## src/rtl/dnp_pkg.sv

```systemverilog
// dnp_pkg: shared types, character codes and header word tables for the
// data notice parser. No dependencies; imported by every rtl module.
package dnp_pkg;

  localparam int unsigned LenBits = 16;
  localparam logic [LenBits-1:0] LenMax = {LenBits{1'b1}};

  localparam logic [3:0] IdleLimitReset = 4'd3;

  localparam logic [7:0] CharPlus  = 8'h2B;
  localparam logic [7:0] CharComma = 8'h2C;
  localparam logic [7:0] CharCr    = 8'h0D;
  localparam logic [7:0] CharLf    = 8'h0A;
  localparam logic [7:0] CharZero  = 8'h30;
  localparam logic [7:0] CharNine  = 8'h39;
  localparam logic [7:0] CharUpC   = 8'h43;

  localparam logic [2:0] ClosedLen = 3'd6;
  localparam logic [3:0] NoticeLen = 4'd4;
  localparam logic [3:0] QueryLen  = 4'd11;

  typedef enum logic [1:0] {
    FUNC_BEGIN   = 2'd0,
    FUNC_BYTE    = 2'd1,
    FUNC_TIMEOUT = 2'd2
  } func_e;

  typedef enum logic [2:0] {
    ST_NONE  = 3'd0,
    ST_DATA  = 3'd1,
    ST_END   = 3'd2,
    ST_BAD   = 3'd3,
    ST_QUERY = 3'd4
  } status_e;

  typedef struct packed {
    logic [1:0] func;
    logic [7:0] rx_byte;
  } item_t;

  // "CLOSED"
  function automatic logic [7:0] closed_char(input logic [2:0] idx);
    logic [7:0] c;
    c = 8'h00;
    unique case (idx)
      3'd0: c = 8'h43;
      3'd1: c = 8'h4C;
      3'd2: c = 8'h4F;
      3'd3: c = 8'h53;
      3'd4: c = 8'h45;
      3'd5: c = 8'h44;
      default: c = 8'h00;
    endcase
    return c;
  endfunction

  // "IPD,"
  function automatic logic [7:0] notice_char(input logic [1:0] idx);
    logic [7:0] c;
    c = 8'h00;
    unique case (idx)
      2'd0: c = 8'h49;
      2'd1: c = 8'h50;
      2'd2: c = 8'h44;
      2'd3: c = 8'h2C;
      default: c = 8'h00;
    endcase
    return c;
  endfunction

  // "CIPRECVLEN:"
  function automatic logic [7:0] query_char(input logic [3:0] idx);
    logic [7:0] c;
    c = 8'h00;
    unique case (idx)
      4'd0:  c = 8'h43;
      4'd1:  c = 8'h49;
      4'd2:  c = 8'h50;
      4'd3:  c = 8'h52;
      4'd4:  c = 8'h45;
      4'd5:  c = 8'h43;
      4'd6:  c = 8'h56;
      4'd7:  c = 8'h4C;
      4'd8:  c = 8'h45;
      4'd9:  c = 8'h4E;
      4'd10: c = 8'h3A;
      default: c = 8'h00;
    endcase
    return c;
  endfunction

endpackage

```

## src/rtl/dnp_parser.sv

```systemverilog
// dnp_parser: parse state machine and result register, one word per cycle
// unless a full result register is stalled by the sink. Depends on dnp_pkg.
module dnp_parser (
  input  logic                    clk_i,
  input  logic                    rst_ni,
  input  logic                    item_valid_i,
  input  dnp_pkg::item_t          item_i,
  input  logic [3:0]              idle_limit_i,
  output logic                    item_take_o,
  output logic                    out_valid_o,
  input  logic                    out_stall_i,
  output logic [2:0]              status_o,
  output logic [dnp_pkg::LenBits-1:0] length_o
);
  import dnp_pkg::*;

  typedef enum logic [2:0] {
    PH_IDLE  = 3'd0,
    PH_HUNT  = 3'd1,
    PH_NHDR  = 3'd2,
    PH_NVAL  = 3'd3,
    PH_QPLUS = 3'd4,
    PH_QHDR  = 3'd5,
    PH_QVAL  = 3'd6
  } phase_e;

  phase_e               phase_q, phase_d;
  logic [3:0]           header_index_q, header_index_d;
  logic [2:0]           closed_index_q, closed_index_d;
  logic [LenBits-1:0]   value_acc_q, value_acc_d;
  logic [3:0]           idle_run_q, idle_run_d;
  logic                 closed_latch_q, closed_latch_d;
  logic                 out_valid_q, out_valid_d;
  status_e              status_q, status_d;
  logic [LenBits-1:0]   length_q, length_d;

  logic                 res_valid;
  status_e              res_status;
  logic [LenBits-1:0]   res_length;
  logic                 is_digit;
  logic [LenBits+3:0]   acc_wide;
  logic [LenBits-1:0]   acc_digit;
  logic [4:0]           run_inc;
  logic [7:0]           c;

  assign c        = item_i.rx_byte;
  assign is_digit = (c >= CharZero) && (c <= CharNine);
  // acc*10 + digit, saturating
  assign acc_wide = {1'b0, value_acc_q, 3'b000} + {3'b000, value_acc_q, 1'b0}
                  + {{LenBits{1'b0}}, c[3:0]};
  assign acc_digit = (acc_wide > {4'b0000, LenMax}) ? LenMax : acc_wide[LenBits-1:0];
  assign run_inc  = {1'b0, idle_run_q} + 5'd1;

  assign item_take_o = item_valid_i && (!out_valid_q || !out_stall_i);

  always_comb begin
    phase_d        = phase_q;
    header_index_d = header_index_q;
    closed_index_d = closed_index_q;
    value_acc_d    = value_acc_q;
    idle_run_d     = idle_run_q;
    closed_latch_d = closed_latch_q;
    res_valid      = 1'b0;
    res_status     = ST_NONE;
    res_length     = '0;

    case (item_i.func)
      FUNC_BEGIN: begin
        if (closed_latch_q) begin
          closed_latch_d = 1'b0;
          idle_run_d     = '0;
          phase_d        = PH_IDLE;
          res_valid      = 1'b1;
          res_status     = ST_END;
        end else begin
          phase_d        = PH_HUNT;
          closed_index_d = '0;
          header_index_d = '0;
        end
      end
      FUNC_BYTE: begin
        unique case (phase_q)
          PH_HUNT: begin
            if (c == CharPlus) begin
              phase_d        = PH_NHDR;
              header_index_d = '0;
            end else if (closed_index_q < ClosedLen && c == closed_char(closed_index_q)) begin
              if (closed_index_q + 3'd1 == ClosedLen) begin
                closed_index_d = '0;
                phase_d        = PH_QPLUS;
                res_valid      = 1'b1;
                res_status     = ST_QUERY;
              end else begin
                closed_index_d = closed_index_q + 3'd1;
              end
            end else begin
              closed_index_d = (c == CharUpC) ? 3'd1 : 3'd0;
            end
          end
          PH_NHDR: begin
            if (header_index_q < NoticeLen && c == notice_char(header_index_q[1:0])) begin
              header_index_d = header_index_q + 4'd1;
              if (header_index_q + 4'd1 == NoticeLen) begin
                phase_d     = PH_NVAL;
                value_acc_d = '0;
              end
            end else begin
              phase_d    = PH_IDLE;
              res_valid  = 1'b1;
              res_status = ST_BAD;
            end
          end
          PH_NVAL: begin
            if (c == CharCr || c == CharLf) begin
              phase_d    = PH_IDLE;
              idle_run_d = '0;
              res_valid  = 1'b1;
              res_status = ST_DATA;
              res_length = value_acc_q;
            end else if (is_digit) begin
              value_acc_d = acc_digit;
            end else if (c == CharComma) begin
              value_acc_d = '0;   // that was the link number
            end else begin
              phase_d    = PH_IDLE;
              res_valid  = 1'b1;
              res_status = ST_BAD;
            end
          end
          PH_QPLUS: begin
            if (c == CharPlus) begin
              phase_d        = PH_QHDR;
              header_index_d = '0;
            end
          end
          PH_QHDR: begin
            if (header_index_q < QueryLen && c == query_char(header_index_q)) begin
              header_index_d = header_index_q + 4'd1;
              if (header_index_q + 4'd1 == QueryLen) begin
                phase_d     = PH_QVAL;
                value_acc_d = '0;
              end
            end else begin
              closed_latch_d = 1'b1;
              phase_d        = PH_IDLE;
              res_valid      = 1'b1;
              res_status     = ST_END;
            end
          end
          PH_QVAL: begin
            if (is_digit) begin
              value_acc_d = acc_digit;
            end else if (value_acc_q != '0) begin
              phase_d    = PH_IDLE;
              idle_run_d = '0;
              res_valid  = 1'b1;
              res_status = ST_DATA;
              res_length = value_acc_q;
            end else begin
              closed_latch_d = 1'b1;
              phase_d        = PH_IDLE;
              res_valid      = 1'b1;
              res_status     = ST_END;
            end
          end
          default: ;
        endcase
      end
      FUNC_TIMEOUT: begin
        unique case (phase_q)
          PH_HUNT: begin
            phase_d   = PH_IDLE;
            res_valid = 1'b1;
            if (run_inc >= {1'b0, idle_limit_i}) begin
              idle_run_d = '0;
              res_status = ST_END;
            end else begin
              idle_run_d = run_inc[3:0];
              res_status = ST_NONE;
            end
          end
          PH_NHDR, PH_NVAL: begin
            phase_d    = PH_IDLE;
            res_valid  = 1'b1;
            res_status = ST_BAD;
          end
          PH_QPLUS, PH_QHDR, PH_QVAL: begin
            closed_latch_d = 1'b1;
            phase_d        = PH_IDLE;
            res_valid      = 1'b1;
            res_status     = ST_END;
          end
          default: ;
        endcase
      end
      default: ;
    endcase
  end

  // result register: load on take, drain when the sink takes it
  always_comb begin
    out_valid_d = out_valid_q;
    status_d    = status_q;
    length_d    = length_q;
    if (item_take_o) begin
      out_valid_d = res_valid;
      status_d    = res_status;
      length_d    = res_length;
    end else if (!out_stall_i) begin
      out_valid_d = 1'b0;
    end
  end

  always_ff @(posedge clk_i or negedge rst_ni) begin
    if (!rst_ni) begin
      phase_q        <= PH_IDLE;
      header_index_q <= '0;
      closed_index_q <= '0;
      value_acc_q    <= '0;
      idle_run_q     <= '0;
      closed_latch_q <= 1'b0;
      out_valid_q    <= 1'b0;
      status_q       <= ST_NONE;
      length_q       <= '0;
    end else begin
      if (item_take_o) begin
        phase_q        <= phase_d;
        header_index_q <= header_index_d;
        closed_index_q <= closed_index_d;
        value_acc_q    <= value_acc_d;
        idle_run_q     <= idle_run_d;
        closed_latch_q <= closed_latch_d;
      end
      out_valid_q <= out_valid_d;
      status_q    <= status_d;
      length_q    <= length_d;
    end
  end

  assign out_valid_o = out_valid_q;
  assign status_o    = status_q;
  assign length_o    = length_q;

  a_latch_idle: assert property (@(posedge clk_i) disable iff (!rst_ni)
    closed_latch_q |-> (phase_q == PH_IDLE))
    else $error("closed latch set outside idle phase");

  a_no_take_when_blocked: assert property (@(posedge clk_i) disable iff (!rst_ni)
    (out_valid_q && out_stall_i) |-> !item_take_o)
    else $error("item taken while result register is blocked");

  a_len_zero_nondata: assert property (@(posedge clk_i) disable iff (!rst_ni)
    (out_valid_q && status_q != ST_DATA) |-> (length_q == '0))
    else $error("nonzero length on a non-data result");

  a_idx_range: assert property (@(posedge clk_i) disable iff (!rst_ni)
    (header_index_q <= QueryLen) && (closed_index_q < ClosedLen) && (idle_run_q != 4'd15))
    else $error("parse index or idle run out of range");

endmodule

```

## src/rtl/data_notice_parser_core.sv

```systemverilog
// A word is first captured in the input register, then parsed, and its result is
// loaded into the output register, from which the sink takes it.
// Throughput: one word per cycle; the input register and the result register
// decouple the two sides, so the input stalls only while the output is stalled
// and full. Reset (rst_ni, async, active low) empties both registers, clears the
// parse state and loads idle_limit with 3.
module data_notice_parser_core (
  input  logic                        clk_i,
  input  logic                        rst_ni,
  input  logic                        in_valid_i,
  output logic                        in_stall_o,
  input  logic [1:0]                  func_i,
  input  logic [7:0]                  rx_byte_i,
  output logic                        out_valid_o,
  input  logic                        out_stall_i,
  output logic [2:0]                  status_o,
  output logic [dnp_pkg::LenBits-1:0] length_o,
  input  logic                        cfg_valid_i,
  output logic                        cfg_ready_o,
  input  logic [3:0]                  cfg_data_i
);
  import dnp_pkg::*;

  logic       in_valid_q, in_valid_d;
  item_t      item_q, item_d;
  logic [3:0] idle_limit_q, idle_limit_d;
  logic       item_take;

  assign cfg_ready_o  = 1'b1;
  assign idle_limit_d = (cfg_valid_i && cfg_ready_o) ? cfg_data_i : idle_limit_q;

  assign in_stall_o = in_valid_q && !item_take;

  always_comb begin
    in_valid_d = in_valid_q;
    item_d     = item_q;
    if (!in_stall_o) begin
      in_valid_d = in_valid_i;
      if (in_valid_i) begin
        item_d.func    = func_i;
        item_d.rx_byte = rx_byte_i;
      end
    end
  end

  always_ff @(posedge clk_i or negedge rst_ni) begin
    if (!rst_ni) begin
      in_valid_q   <= 1'b0;
      idle_limit_q <= IdleLimitReset;
    end else begin
      in_valid_q   <= in_valid_d;
      idle_limit_q <= idle_limit_d;
    end
  end

  always_ff @(posedge clk_i) begin
    item_q <= item_d;
  end

  dnp_parser u_parser (
    .clk_i        (clk_i),
    .rst_ni       (rst_ni),
    .item_valid_i (in_valid_q),
    .item_i       (item_q),
    .idle_limit_i (idle_limit_q),
    .item_take_o  (item_take),
    .out_valid_o  (out_valid_o),
    .out_stall_i  (out_stall_i),
    .status_o     (status_o),
    .length_o     (length_o)
  );

endmodule
```

## config.mk

```make
export PLATFORM = sky130hd
export DESIGN_NAME = data_notice_parser_core
export DESIGN_NICKNAME = d
export VERILOG_FILES = /design/src/rtl/dnp_pkg.sv /design/src/rtl/dnp_parser.sv /design/src/rtl/data_notice_parser_core.sv
export SDC_FILE = /design/constraint.sdc
export NUM_CORES = 1
export LEC_CHECK = 0
export ABC_CLOCK_PERIOD_IN_PS = 8400
export BUFFER_PORTS_ARGS = -buffer_cell sky130_fd_sc_hd__buf_2
export CAP_MARGIN = 40
export CORE_AREA = 2 2 114 105
export DETAILED_ROUTE_END_ITERATION = 10
export DIE_AREA = 0 0 116 107
export MAX_ROUTING_LAYER = met4
export PLACE_DENSITY = 0.74
export SYNTH_ARGS = -nofsm -noshare
export SYNTH_HDL_FRONTEND = slang
export SYNTH_HIERARCHICAL = 1
export SYNTH_SLANG_ARGS = --single-unit
```

## constraint.sdc

```tcl
create_clock -name clk_i -period 8.4 [get_ports clk_i]
set_clock_uncertainty 0.1 [all_clocks]
set_input_delay 0.84 -clock clk_i [delete_from_list [all_inputs] [get_ports clk_i]]
set_output_delay 0.84 -clock clk_i [all_outputs]
set_load 0.02 [all_outputs]
```

Word level (Yosys, flattened, before mapping):

Memories as Yosys holds them, arrays and structs flattened.
Index checks and enable logic that the tools add are counted.

* add/sub/neg operators: 5
* multiply operators: 0
* multiplexer cells: 97
* equal/unequal tests: 61
* $lt $le $gt $ge: 7
* reduce and logical (&&, ||, !) cells: 29
* div/mod/pow operators: 0
* bitwise logic cells: 1
* shift-type cells: 0

Operators by type and width (number)
* $mux 16: 13
* $mux 3: 24
* $pmux 16 s4: 1
* $mux 8: 7
* $pmux 7 s6: 1
* $mux 4: 10
* $pmux 16 s2: 1
* $pmux 8 s4: 1
* $pmux 3 s3: 3
* $eq 8x8->1: 3
* $pmux 4 s3: 2
* $add 19x17->20: 1
* $add 20x4->20: 1
* $gt 20x16->1 const B: 1
* $mux 1: 19
* $eq 3x3->1 const B: 6
* $ne 2x1->1 const B: 9
* $ne 3x2->1 const B: 6
* $pmux 3 s6: 1
* $eq 8x4->1 const B: 2
* $eq 8x6->1 const B: 2
* $pmux 4 s2: 2
* $reduce_bool 16->1: 1
* $pmux 3 s5: 1
* 46 further kinds: 82

* ROM bits: 112
* register bits after elaboration: 66
* logic and storage cells: 214
* bits in latches: 0
* memories kept: 1
* output and inout port bits: 22
* RAM bits: 0

Memory list
* (name not given): depth 16, bits a word 7, read ports 1, clocked after Yosys merged registers in 0, write ports 0, RTL line dnp_pkg.sv:75 `unique case (idx)`

Depth between registers and ports, before layout:

Gate-level depths: netlist of the first run.

* depth after elaboration: 12
* gate-level depth with buffers: 13
* gate-level depth less buffers: 11

Cells and area by module:

The synthesis of the first run kept the hierarchy.

By module, submodules not included
* dnp_parser: seq. area each 1276.2 um^2, area an instance 4478.0 um^2, times used 1, cells each 515
* data_notice_parser_core: seq. area each 427.9 um^2, area an instance 506.7 um^2, times used 1, cells each 25

Worst setup path after synthesis of the first run:

Ideal clock, no wire load.

* kind: register to register
* start point: register item_q[3] (netlist name)
* end point: register u_parser.value_acc_q[15]
* path slack: 5.295 ns
* clock period less this slack: 3.105 ns
* setup time: 0.126 ns
* required time: 8.174 ns
* cell stages (with the launch flop): 11
* buffers on the path: 0
* arrival time: 2.879 ns
* cells stage by stage: edfxtp_1 fa_1 fa_1 a211oi_1 o211ai_1 nand2_1 o221ai_1 mux2i_1 a211o_1 and2_1 a221o_1

* cells in the longest elaborated chain, start to end: 6
* elaborated cells between the ends (all ways): 24
* those cells by class: 1 x add/sub; 3 x order compare; 10 x eq/ne; 5 x mux; 5 x reduce/logical

Ends and longest elaborated chain
* from (decl): RTL line data_notice_parser_core.sv:25 `item_t item_q, item_d;`
* from (signal assigned): RTL line data_notice_parser_core.sv:57 `item_q <= item_d;`
* $add 20x4->20: RTL line dnp_parser.sv:50 `+ {{LenBits{1'b0}}, c[3:0]};`
* $gt 20x16->1: RTL line dnp_parser.sv:51 `assign acc_digit = (acc_wide > {4'b0000, LenMax}) ? LenMax : acc_wide[LenBits-1:0];`
* $mux 16: RTL line dnp_parser.sv:51
* $mux 16: RTL line dnp_parser.sv:120 `end else if (is_digit) begin`
* $mux 16: RTL line dnp_parser.sv:114 `if (c == CharCr || c == CharLf) begin`
* $pmux 16 s4: RTL line dnp_parser.sv:82 `unique case (phase_q)`
* to (signal assigned): RTL line dnp_parser.sv:230 `value_acc_q <= value_acc_d;`
* to (decl): RTL line dnp_parser.sv:30 `logic [LenBits-1:0] value_acc_q, value_acc_d;`

Parallel ways exist; a longest one is shown, timed or not. The select of a mux whose other input is x is not followed.
A chain may end at the register's enable or synchronous reset.

Worst setup path after layout of the first run:

Ends and elaborated chain as after synthesis.

==> results of run 1 <==
-- layout make-up --
cell class,count,share of cell area [%]
Clock buffer,9,4.006
Clock inverter,7,2.181
Inverter,23,1.536
Multi-Input combinational cell,423,54.75
Sequential cell,66,30.31
Tap cell,156,3.472
Timing Repair Buffer,41,3.739
-- report_power, final --
| part | switching (mW) | total [mW] | internal, mW |
|---|---|---|---|
| Combinational | 0.128 | 0.207 | 0.0794 |
| Sequential | 0.0422 | 0.392 | 0.350 |
| Clock | 0.146 | 0.438 | 0.292 |
| Total | 0.316 | 1.04 | 0.722 |
-- placed cells by master, fill, tap and decap left out, types with 5 or more instances in the layout --
cell type  count
o31ai_1        5
o211ai_1       5
o21ai_0       34
mux2_2         5
nand2b_1      13
a21o_1         9
nor2_1        47
nand3_1       19
nand4_1        5
edfxtp_1      10
o22ai_1        6
nor4_1         9
ha_1          52
mux2i_1        6
buf_2         39
xnor2_1       18
clkbuf_16      9
dfrtp_1       54
a211o_1        5
a21oi_1       20
inv_1         23
nor3_1         6
xor2_1        12
and2_1         5
a22o_1        19
nand2_1       33
o2bb2ai_1     15
a211oi_1       6
-- path summary, 6_finish.rpt --
check	cells past startpoint	start	slack, ns	endpoint
min reg2reg	1	u_parser/status_o[0]	0.39	u_parser/status_o[0]
min	1	u_parser/status_o[0]	0.39	u_parser/status_o[0]
max	10	item_q[3]	4.70	u_parser/value_acc_q[15]
max reg2reg	10	item_q[3]	4.70	u_parser/value_acc_q[15]
min in group asynchronous	2	rst_ni	0.53	u_parser/closed_index_q[2]
max in group asynchronous	2	rst_ni	7.17	u_parser/header_index_q[0]
-- kinds of logic after synthesis --
| kind of cell | after synthesis |
|---|---|
| other | 1 |
| multiplexers | 11 |
| flip-flops | 66 |
| adder cells (fa/ha/maj) | 55 |
| XOR/XNOR | 30 |
| AO/OA/AOI/OAI | 159 |
| AND/OR/NAND/NOR | 167 |
| buffers and inverters | 51 |
-- flip-flops by register name, summed over array words and instances, names as in the netlist --
signal and flops:
idle_limit_q 4, in_valid_q 1, item_q 10, u_parser/closed_index_q 3
u_parser/closed_latch_q 1, u_parser/header_index_q 4, u_parser/idle_run_q 4, u_parser/length_o 16
u_parser/out_valid_o 1, u_parser/phase_q 3, u_parser/status_o 3, u_parser/value_acc_q 16
-- Yosys cell counts, types with 6 or more instances --
| cell type | instances |
|---|---|
| a21oi_1 | 20 |
| a22o_1 | 19 |
| nand3_1 | 19 |
| buf_2 | 6 |
| nand2_1 | 33 |
| xnor2_1 | 18 |
| ha_1 | 52 |
| o2bb2ai_1 | 15 |
| o21ai_0 | 34 |
| o22ai_1 | 6 |
| nor4_1 | 9 |
| nand2b_1 | 13 |
| nor2_1 | 47 |
| nor3_1 | 6 |
| inv_1 | 23 |
| a211oi_1 | 6 |
| clkbuf_1 | 20 |
| dfrtp_1 | 54 |
| xor2_1 | 12 |
| edfxtp_1 | 10 |
| mux2i_1 | 6 |
| a21o_1 | 9 |
-- through the flow --
step,util (%),instance area (µm²),power (mW),cells,hold WS [ns]
after global placement,47.01,5266,0.5958,708,0.3877
after floorplan,-,4985,0.5431,540,0.3806
after CTS,50.18,5622,1.043,725,0.4021
after global routing,50.18,5622,1.089,725,0.4127
after detailed placement,47.07,5274,0.6010,709,0.3876
final,50.18,5622,1.037,725,0.3931
-- worst reg2reg max path, delay by kind of cell (launching register included) --
family          cells  cell delay (ns)
mux                 1             0.15
flops               1             0.55
simple gates        2             0.35
fa+ha+maj           2             1.08
compound gates      5             1.35
-- metal layers --
layer  up-vias  global-route usage [%]  wire length [µm]
met3        17                   3.053               695
met1      2052                   28.17              5544
met4         0                   6.293               204
li1       2058                       -                 -
met5         -                       -                 0
met2       154                   31.91              5421
==> summary.md, run 1 <==
| Metric | Value |
|---|---|
| Post-Syn Instances | `540` |
| Synth area leader | `dfrtp_1` |
| Status | `finished, final reports clean` |
| Fin crit period | `3.698 ns` |
| Layout Nets | `637` |
| Fillers | `1044` |
| CTS Buffer Depth | `2` |
| Part of the cycle the worst path needs | `44.02%` |
| P per Cell Area | `184.5 mW/mm²` |
| Worst rel slew slack | `45.03%` |
| 1st-pass router iterations | `5` |
| DR vias/cell | `5.905` |
| Routability Congestion | `0.9571` |
| Fmax | `270.4 MHz` |
| CTS tree | `built` |
| Worst VDD drop | `136.7 µV` |
| Fin. max-slew vios | `0` |
| Post-Synth XOR/XNOR Area | `5.271%` |
| First-pass GRT wire length | `19830 µm` |
| Post-synthesis sequential area ratio | `34.19%` |
| WL final | `11870 µm` |
| Simple-gate share of the synthesized area | `17.14%` |
| CP peak stage delay | `0.59 ns` |
| Clock Root Buffer | `clkbuf_16` |
| Critical Path AT | `3.82 ns` |
| Multi-input logic area | `0.003078 mm²` |
| Post-Syn Area | `0.004985 mm²` |
| Via count | `4281` |
| Io pins | `41` |
| Area grow syn2layout | `12.78%` |
| CP endpoint kind | `flop` |
| Hold_buf cts | `0` |
| Critical path's top delay family | `compound AO/OA/AOI/OAI gates` |
| Post-Synth Adder-Cell Area | `14.06%` |
| Pre-CTS WS | `4.733 ns` |
| Final antenna-violating net count | `0` |
| CTS H-tree depth | `3` |
| Antenna Diode Count | `0` |
| HPWL Detailed | `8775 µm` |
| Count of cell types in the netlist | `66` |
| CP max FO | `15` |
| Crit Path Category | `reg -> reg` |
| Startpoint types | `flop` |
| Number of synthesized flops with an enable pin | `10` |
| WP data required | `8.52 ns` |
| Initial drt markers | `265` |
| Routed WL per cell | `16.37 µm` |
| Combinational family with the most area after synthesis | `compound AO/OA/AOI/OAI gates` |
| Final hold vios | `0` |
| Die Footprint | `0.01241 mm²` |
| Setup TNS | `0 ns` |
| Clock sink count | `66` |
| Worst hold path class | `reg -> reg` |
| Leak Pwr | `2.616 nW` |
| Register area | `0.001704 mm²` |
| Postcts setup bufs | `0` |
| Number of buffers created by CTS | `9` |
| Crit-path slowest cell | `fa_1` |
| Pin count of the biggest net entering global routing | `57` |
| DRC | `0` |
| Number of global-route vias before repair | `4015` |
| Clock transition at path regs | `0.06 ns` |
| Syn avg cell area | `9.231 µm²` |
| Max-cap violations | `0` |
| GRT Total Usage | `20.65%` |
| RSZ-0062 raised after global routing | `no` |
| Initial core utilization | `44.49%` |
| Yosys warning count | `6` |
| Crit-path cells | `fa_1 -> fa_1 -> a211oi_1 -> o211ai_1 -> nand2_1 -> o221ai_1 -> mux2i_1 -> a211o_1 -> and2_1 -> a221o_1` |
| Overflow after GRT | `0` |
| Net Count, Synth | `613` |
| Post-CTS resize count | `0` |
| Yosys reg bits | `66` |
| Crit path top cell by count | `fa_1` |
| Synth top area cells | `dfrtp_1, ha_1, edfxtp_1, nor2_1, o21ai_0` |
| Core Region | `0.01120 mm²` |
| Initial antenna violation count | `0` |
| Clk Latency, worst-skew pair | `0.33 ns` |
| Port buffer count | `39` |
| Synth async-reset ratio | `84.85%` |
| Share of cells above drive strength 1 | `13.01%` |
| Least-Margin Pin Slew | `0.8225 ns` |
| # setup viols final | `0` |
| Post-synthesis compound-gate area fraction | `22.87%` |
| Yosys top cell area share | `27.11%` |
| Top FF cell, synth | `dfrtp_1` |
| Row Count | `37` |
| Die height | `107 µm` |
| Fin worst setup slack | `4.702 ns` |
| Mux cell area share after synthesis | `2.334%` |
| Worst path bufs/invs | `0` |
| Die width | `116 µm` |
No activity file was read; power rests on OpenSTA's default activity.
==> run 2, diff against run 1 <==
- ABC_AREA: default -> 1
- ABC_CLOCK_PERIOD_IN_PS: 8400 -> 3700
- CORE_AREA: 2 2 114 105 -> 2 2 120 110
- DIE_AREA: 0 0 116 107 -> 0 0 122 112
- clock period: 8.4 -> 3.7 ns (I/O delays scaled with it)
==> run 2 against run 1 <==
Wire length is 18% higher. Highest routed layer unchanged. Cell count increased by 38%. Non-clock buffer count up 7. Largest power group is now sequential cells. Worst hold slack got worse by 0.29 ns. Synthesized area is 10% higher. Total power increased by 120%. Count of clock-buffer cells in the layout is the same. Sequential power is 120% higher.
==> summary.md, run 2 <==
| Metric | Value |
|---|---|
| Layout Nets | `904 (+42%)` |
| Post-Syn Instances | `787 (+46%)` |
| Core Region | `0.01244 mm² (+11%)` |
| Post-Synth Adder-Cell Area | `12.60% (-1.5 points)` |
| Yosys reg bits | `66 (unchanged)` |
| Worst VDD drop | `198.0 µV (+45%)` |
| Setup TNS | `0 ns (unchanged)` |
| Initial drt markers | `429 (+62%)` |
| Fillers | `1242 (+19%)` |
| Top FF cell, synth | `dfrtp_1` |
| RSZ-0062 raised after global routing | `no` |
| Leading cell type in the layout, fill and taps excluded | `nand2_1` |
| CP peak stage delay | `0.58 ns (about the same)` |
| Clock Root Buffer | `clkbuf_16` |
| P per Cell Area | `369.1 mW/mm² (+100%)` |
| Via count | `5354 (+25%)` |
| Synth async-reset ratio | `84.85% (unchanged)` |
| Sw Share | `35.89% (+5.5 points)` |
| Synth top area cells | `dfrtp_1, nand2_1, ha_1, nand3_1, inv_1` |
| Number of synthesized flops with an enable pin | `10 (unchanged)` |
| Fin. max-slew vios | `0 (unchanged)` |
| Die width | `122 µm (+5.2%)` |
| Area grow syn2layout | `12.25%` |
| Register area | `0.001704 mm² (unchanged)` |
| Net Count, Synth | `860 (+40%)` |
| First-pass GRT wire length | `23790 µm (+20%)` |
| Multi-input logic area | `0.003309 mm² (+7.5%)` |
| Yosys top cell area share | `24.65% (-2.5 points)` |
| Clock share of power | `34.9% (-7.3 points)` |
| Post-Synth XOR/XNOR Area | `2.875% (-2.4 points)` |
| Worst hold path class | `in -> reg` |
| 1st-pass router iterations | `5 (unchanged)` |
| Most frequent cells after synthesis | `nand2_1, inv_1, nand3_1, nor2_1, dfrtp_1` |
| Combinational family with the most area after synthesis | `simple AND/OR/NAND/NOR gates` |
| Io pins | `41 (unchanged)` |
| Port buffer count | `39 (unchanged)` |
| Part of the cycle the worst path needs | `87.62% (+44 points)` |
| Final antenna-violating net count | `0 (unchanged)` |
| Number of global-route vias before repair | `4947 (+23%)` |
| Yosys warning count | `6 (unchanged)` |
| Post-synthesis sequential area ratio | `31.08% (-3.1 points)` |
| GRT Total Usage | `22.28% (+1.6 points)` |
| Routed WL per cell | `14.02 µm (-14%)` |
| Simple-gate share of the synthesized area | `33.96% (+17 points)` |
| CTS H-tree depth | `3 (unchanged)` |
| CP max FO | `16 (+1)` |
| CTS tree | `built` |
| Routability Congestion | `0.9492 (-0.83%)` |
| Mux cell area share after synthesis | `0% (-2.3 points)` |
| Startpoint types | `flop` |
| P_int | `1.456 mW (+100%)` |
| Post-Syn Area | `0.005483 mm² (+10%)` |
| Most numerous cell in the Yosys netlist | `nand2_1` |
| Fin crit period | `3.242 ns (-0.4561 ns)` |
| Tot Pwr | `2.272 mW (+120%)` |
| WL final | `14050 µm (+18%)` |
| Combinational fraction of design power | `27.0% (+7.0 points)` |
| Row Count | `39 (+5.4%)` |
| Final hold vios | `0 (unchanged)` |
| Crit-path slowest cell | `fa_1` |
| Overflow after GRT | `0 (unchanged)` |
| Clock transition at path regs | `0.06 ns (about the same)` |
| Clock sink count | `66 (unchanged)` |
| Synth area leader | `dfrtp_1` |
| # setup viols final | `0 (unchanged)` |
| WP data required | `3.83 ns (-4.69 ns)` |
| Worst rel slew slack | `53.39% (+8.4 points)` |
| Share of cells above drive strength 1 | `10.29% (-2.7 points)` |
| Most frequent cells in the layout | `nand2_1, inv_1, nand3_1` |
| Hold WS | `0.1020 ns (-0.2911 ns)` |
| Crit Path Category | `reg -> reg` |
| Critical Path AT | `3.37 ns (-0.45 ns)` |
| Status | `finished, final reports clean` |
| Postcts setup bufs | `0 (unchanged)` |
| Clk Latency, worst-skew pair | `0.34 ns (about the same)` |
| CP endpoint kind | `flop` |
| Initial core utilization | `44.06% (-0.43 points)` |
| Number of buffers created by CTS | `9 (unchanged)` |
| Max-cap violations | `0 (unchanged)` |
| Leak Pwr | `3.299 nW (+26%)` |
| Initial antenna violation count | `2 (+2)` |
| DR vias/cell | `5.343 (-9.5%)` |
| Least-Margin Pin Slew | `0.6972 ns (-0.1253 ns)` |
| Syn avg cell area | `6.967 µm² (-25%)` |
| CTS Buffer Depth | `2 (unchanged)` |
| Psw | `815.3 µW (+160%)` |
| HPWL Detailed | `11000 µm (+25%)` |
| Pin count of the biggest net entering global routing | `33 (-42%)` |
| Sequential power share | `38.1% (+0.3 points)` |
| Count of cell types in the netlist | `45 (-32%)` |
| Die Footprint | `0.01366 mm² (+10%)` |
| Die height | `112 µm (+4.7%)` |
| Crit path top cell by count | `nand2_1` |
| Crit-path cells | `fa_1 -> fa_1 -> nand2_1 -> nand2_1 -> nand2_1 -> o21ai_1 -> nand3_1 -> nand2_1 -> nand2_1 -> nand2_1 -> nor2_2 -> nand3_1 -> nand2_1 -> nand2_1` |
| Post-synthesis compound-gate area fraction | `10.86% (-12 points)` |
| DRC | `0 (unchanged)` |
| Fmax | `308.5 MHz (+14%)` |
[run 2: changes by cell type after synthesis, sizes merged, moves of 7 or more]
cell and change:
nand2 +217, o2bb2ai -15, a22o -19, clkbuf -17, inv +77, xnor2 -9
nor4 -8, nor2 +23, nand4 +13, nand2b -14, nand3 +61, o31ai +11
a21o -7
[run 2: power by group through the flow]
stage / clock [mW] / combinational (mW) / sequential, mW
4_1_cts: 0.807 / 0.611 / 0.865
3_5_place_dp: 0 / 0.604 / 0.878
5_1_grt: 0.839 / 0.707 / 0.874
3_3_place_gp: 0 / 0.594 / 0.876
2_1_floorplan: 0 / 0.441 / 0.866
6_report: 0.792 / 0.613 / 0.866
[run 2: cell families after synthesis]
kind of cell | Yosys count
buffers and inverters | 115
other | 1
adders and majority gates | 54
AOI/OAI and AO/OA | 101
DFF | 66
xor gates and xnor gates | 18
and+or+nand+nor | 432
[run 2: worst paths after layout]
path / from / end / slack [ns] / cells after the start
worst max-delay path: item_q[3] / u_parser/value_acc_q[4] / 0.46 / 14
worst min-delay path: func_i[1] / item_q[9] / 0.10 / 1
worst max register to register: item_q[3] / u_parser/value_acc_q[4] / 0.46 / 14
worst min register to register: u_parser/status_o[1] / u_parser/status_o[1] / 0.38 / 2
max in group asynchronous: rst_ni / idle_limit_q[1] / 2.43 / 4
min in group asynchronous: rst_ni / u_parser/header_index_q[3] / 0.36 / 2
[run 2: area by class of cell]
type / instances / area share (%)
inverters: 100 / 6.099
flip-flops and latches: 66 / 27.69
well taps: 164 / 3.334
repair buffers: 48 / 4.513
clock inverters: 7 / 0.8538
multi-input cells: 606 / 53.77
clock buffers: 9 / 3.659
diodes: 2 / 0.08132
[run 2: timing repair]
action                     4_1_cts  5_1_grt
hold buffers                     1        0
hold endpoints to repair        11        0
gates resized for setup          0        0
setup endpoints to repair        0        0
[run 2: metrics by stage]
step / util, % / setup WS (ns) / std cells / cell area, µm²
4_1_cts: 49.42 / 0.4659 / 1000 / 6150
5_1_grt: 49.46 / 0.2099 / 1002 / 6155
2_1_floorplan: - / 0.8254 / 787 / 5483
3_5_place_dp: 47.11 / 0.4928 / 983 / 5862
3_3_place_gp: 46.95 / 0.5491 / 982 / 5842
6_report: 49.46 / 0.4580 / 1002 / 6155
[run 2: per-layer routing]
| layer | GRT usage, % | part of all wire (%) | wire length [µm] | vias to the layer above |
|---|---|---|---|---|
| met5 | - | 0 | 0 | - |
| met4 | 8.736 | 2.4 | 335 | 0 |
| met3 | 3.279 | 5.2 | 734 | 23 |
| met2 | 33.85 | 46 | 6438 | 136 |
| met1 | 29.89 | 47 | 6545 | 2513 |
| li1 | - | - | - | 2682 |
[run 2: worst max-delay path, delay by kind of cell (launching register included)]
family                   cells  cell delay, ns
AND/OR/NAND/NOR             11            1.33
flip-flops                   1            0.51
AO/OA/AOI/OAI                1            0.10
adder cells (fa/ha/maj)      2            1.08
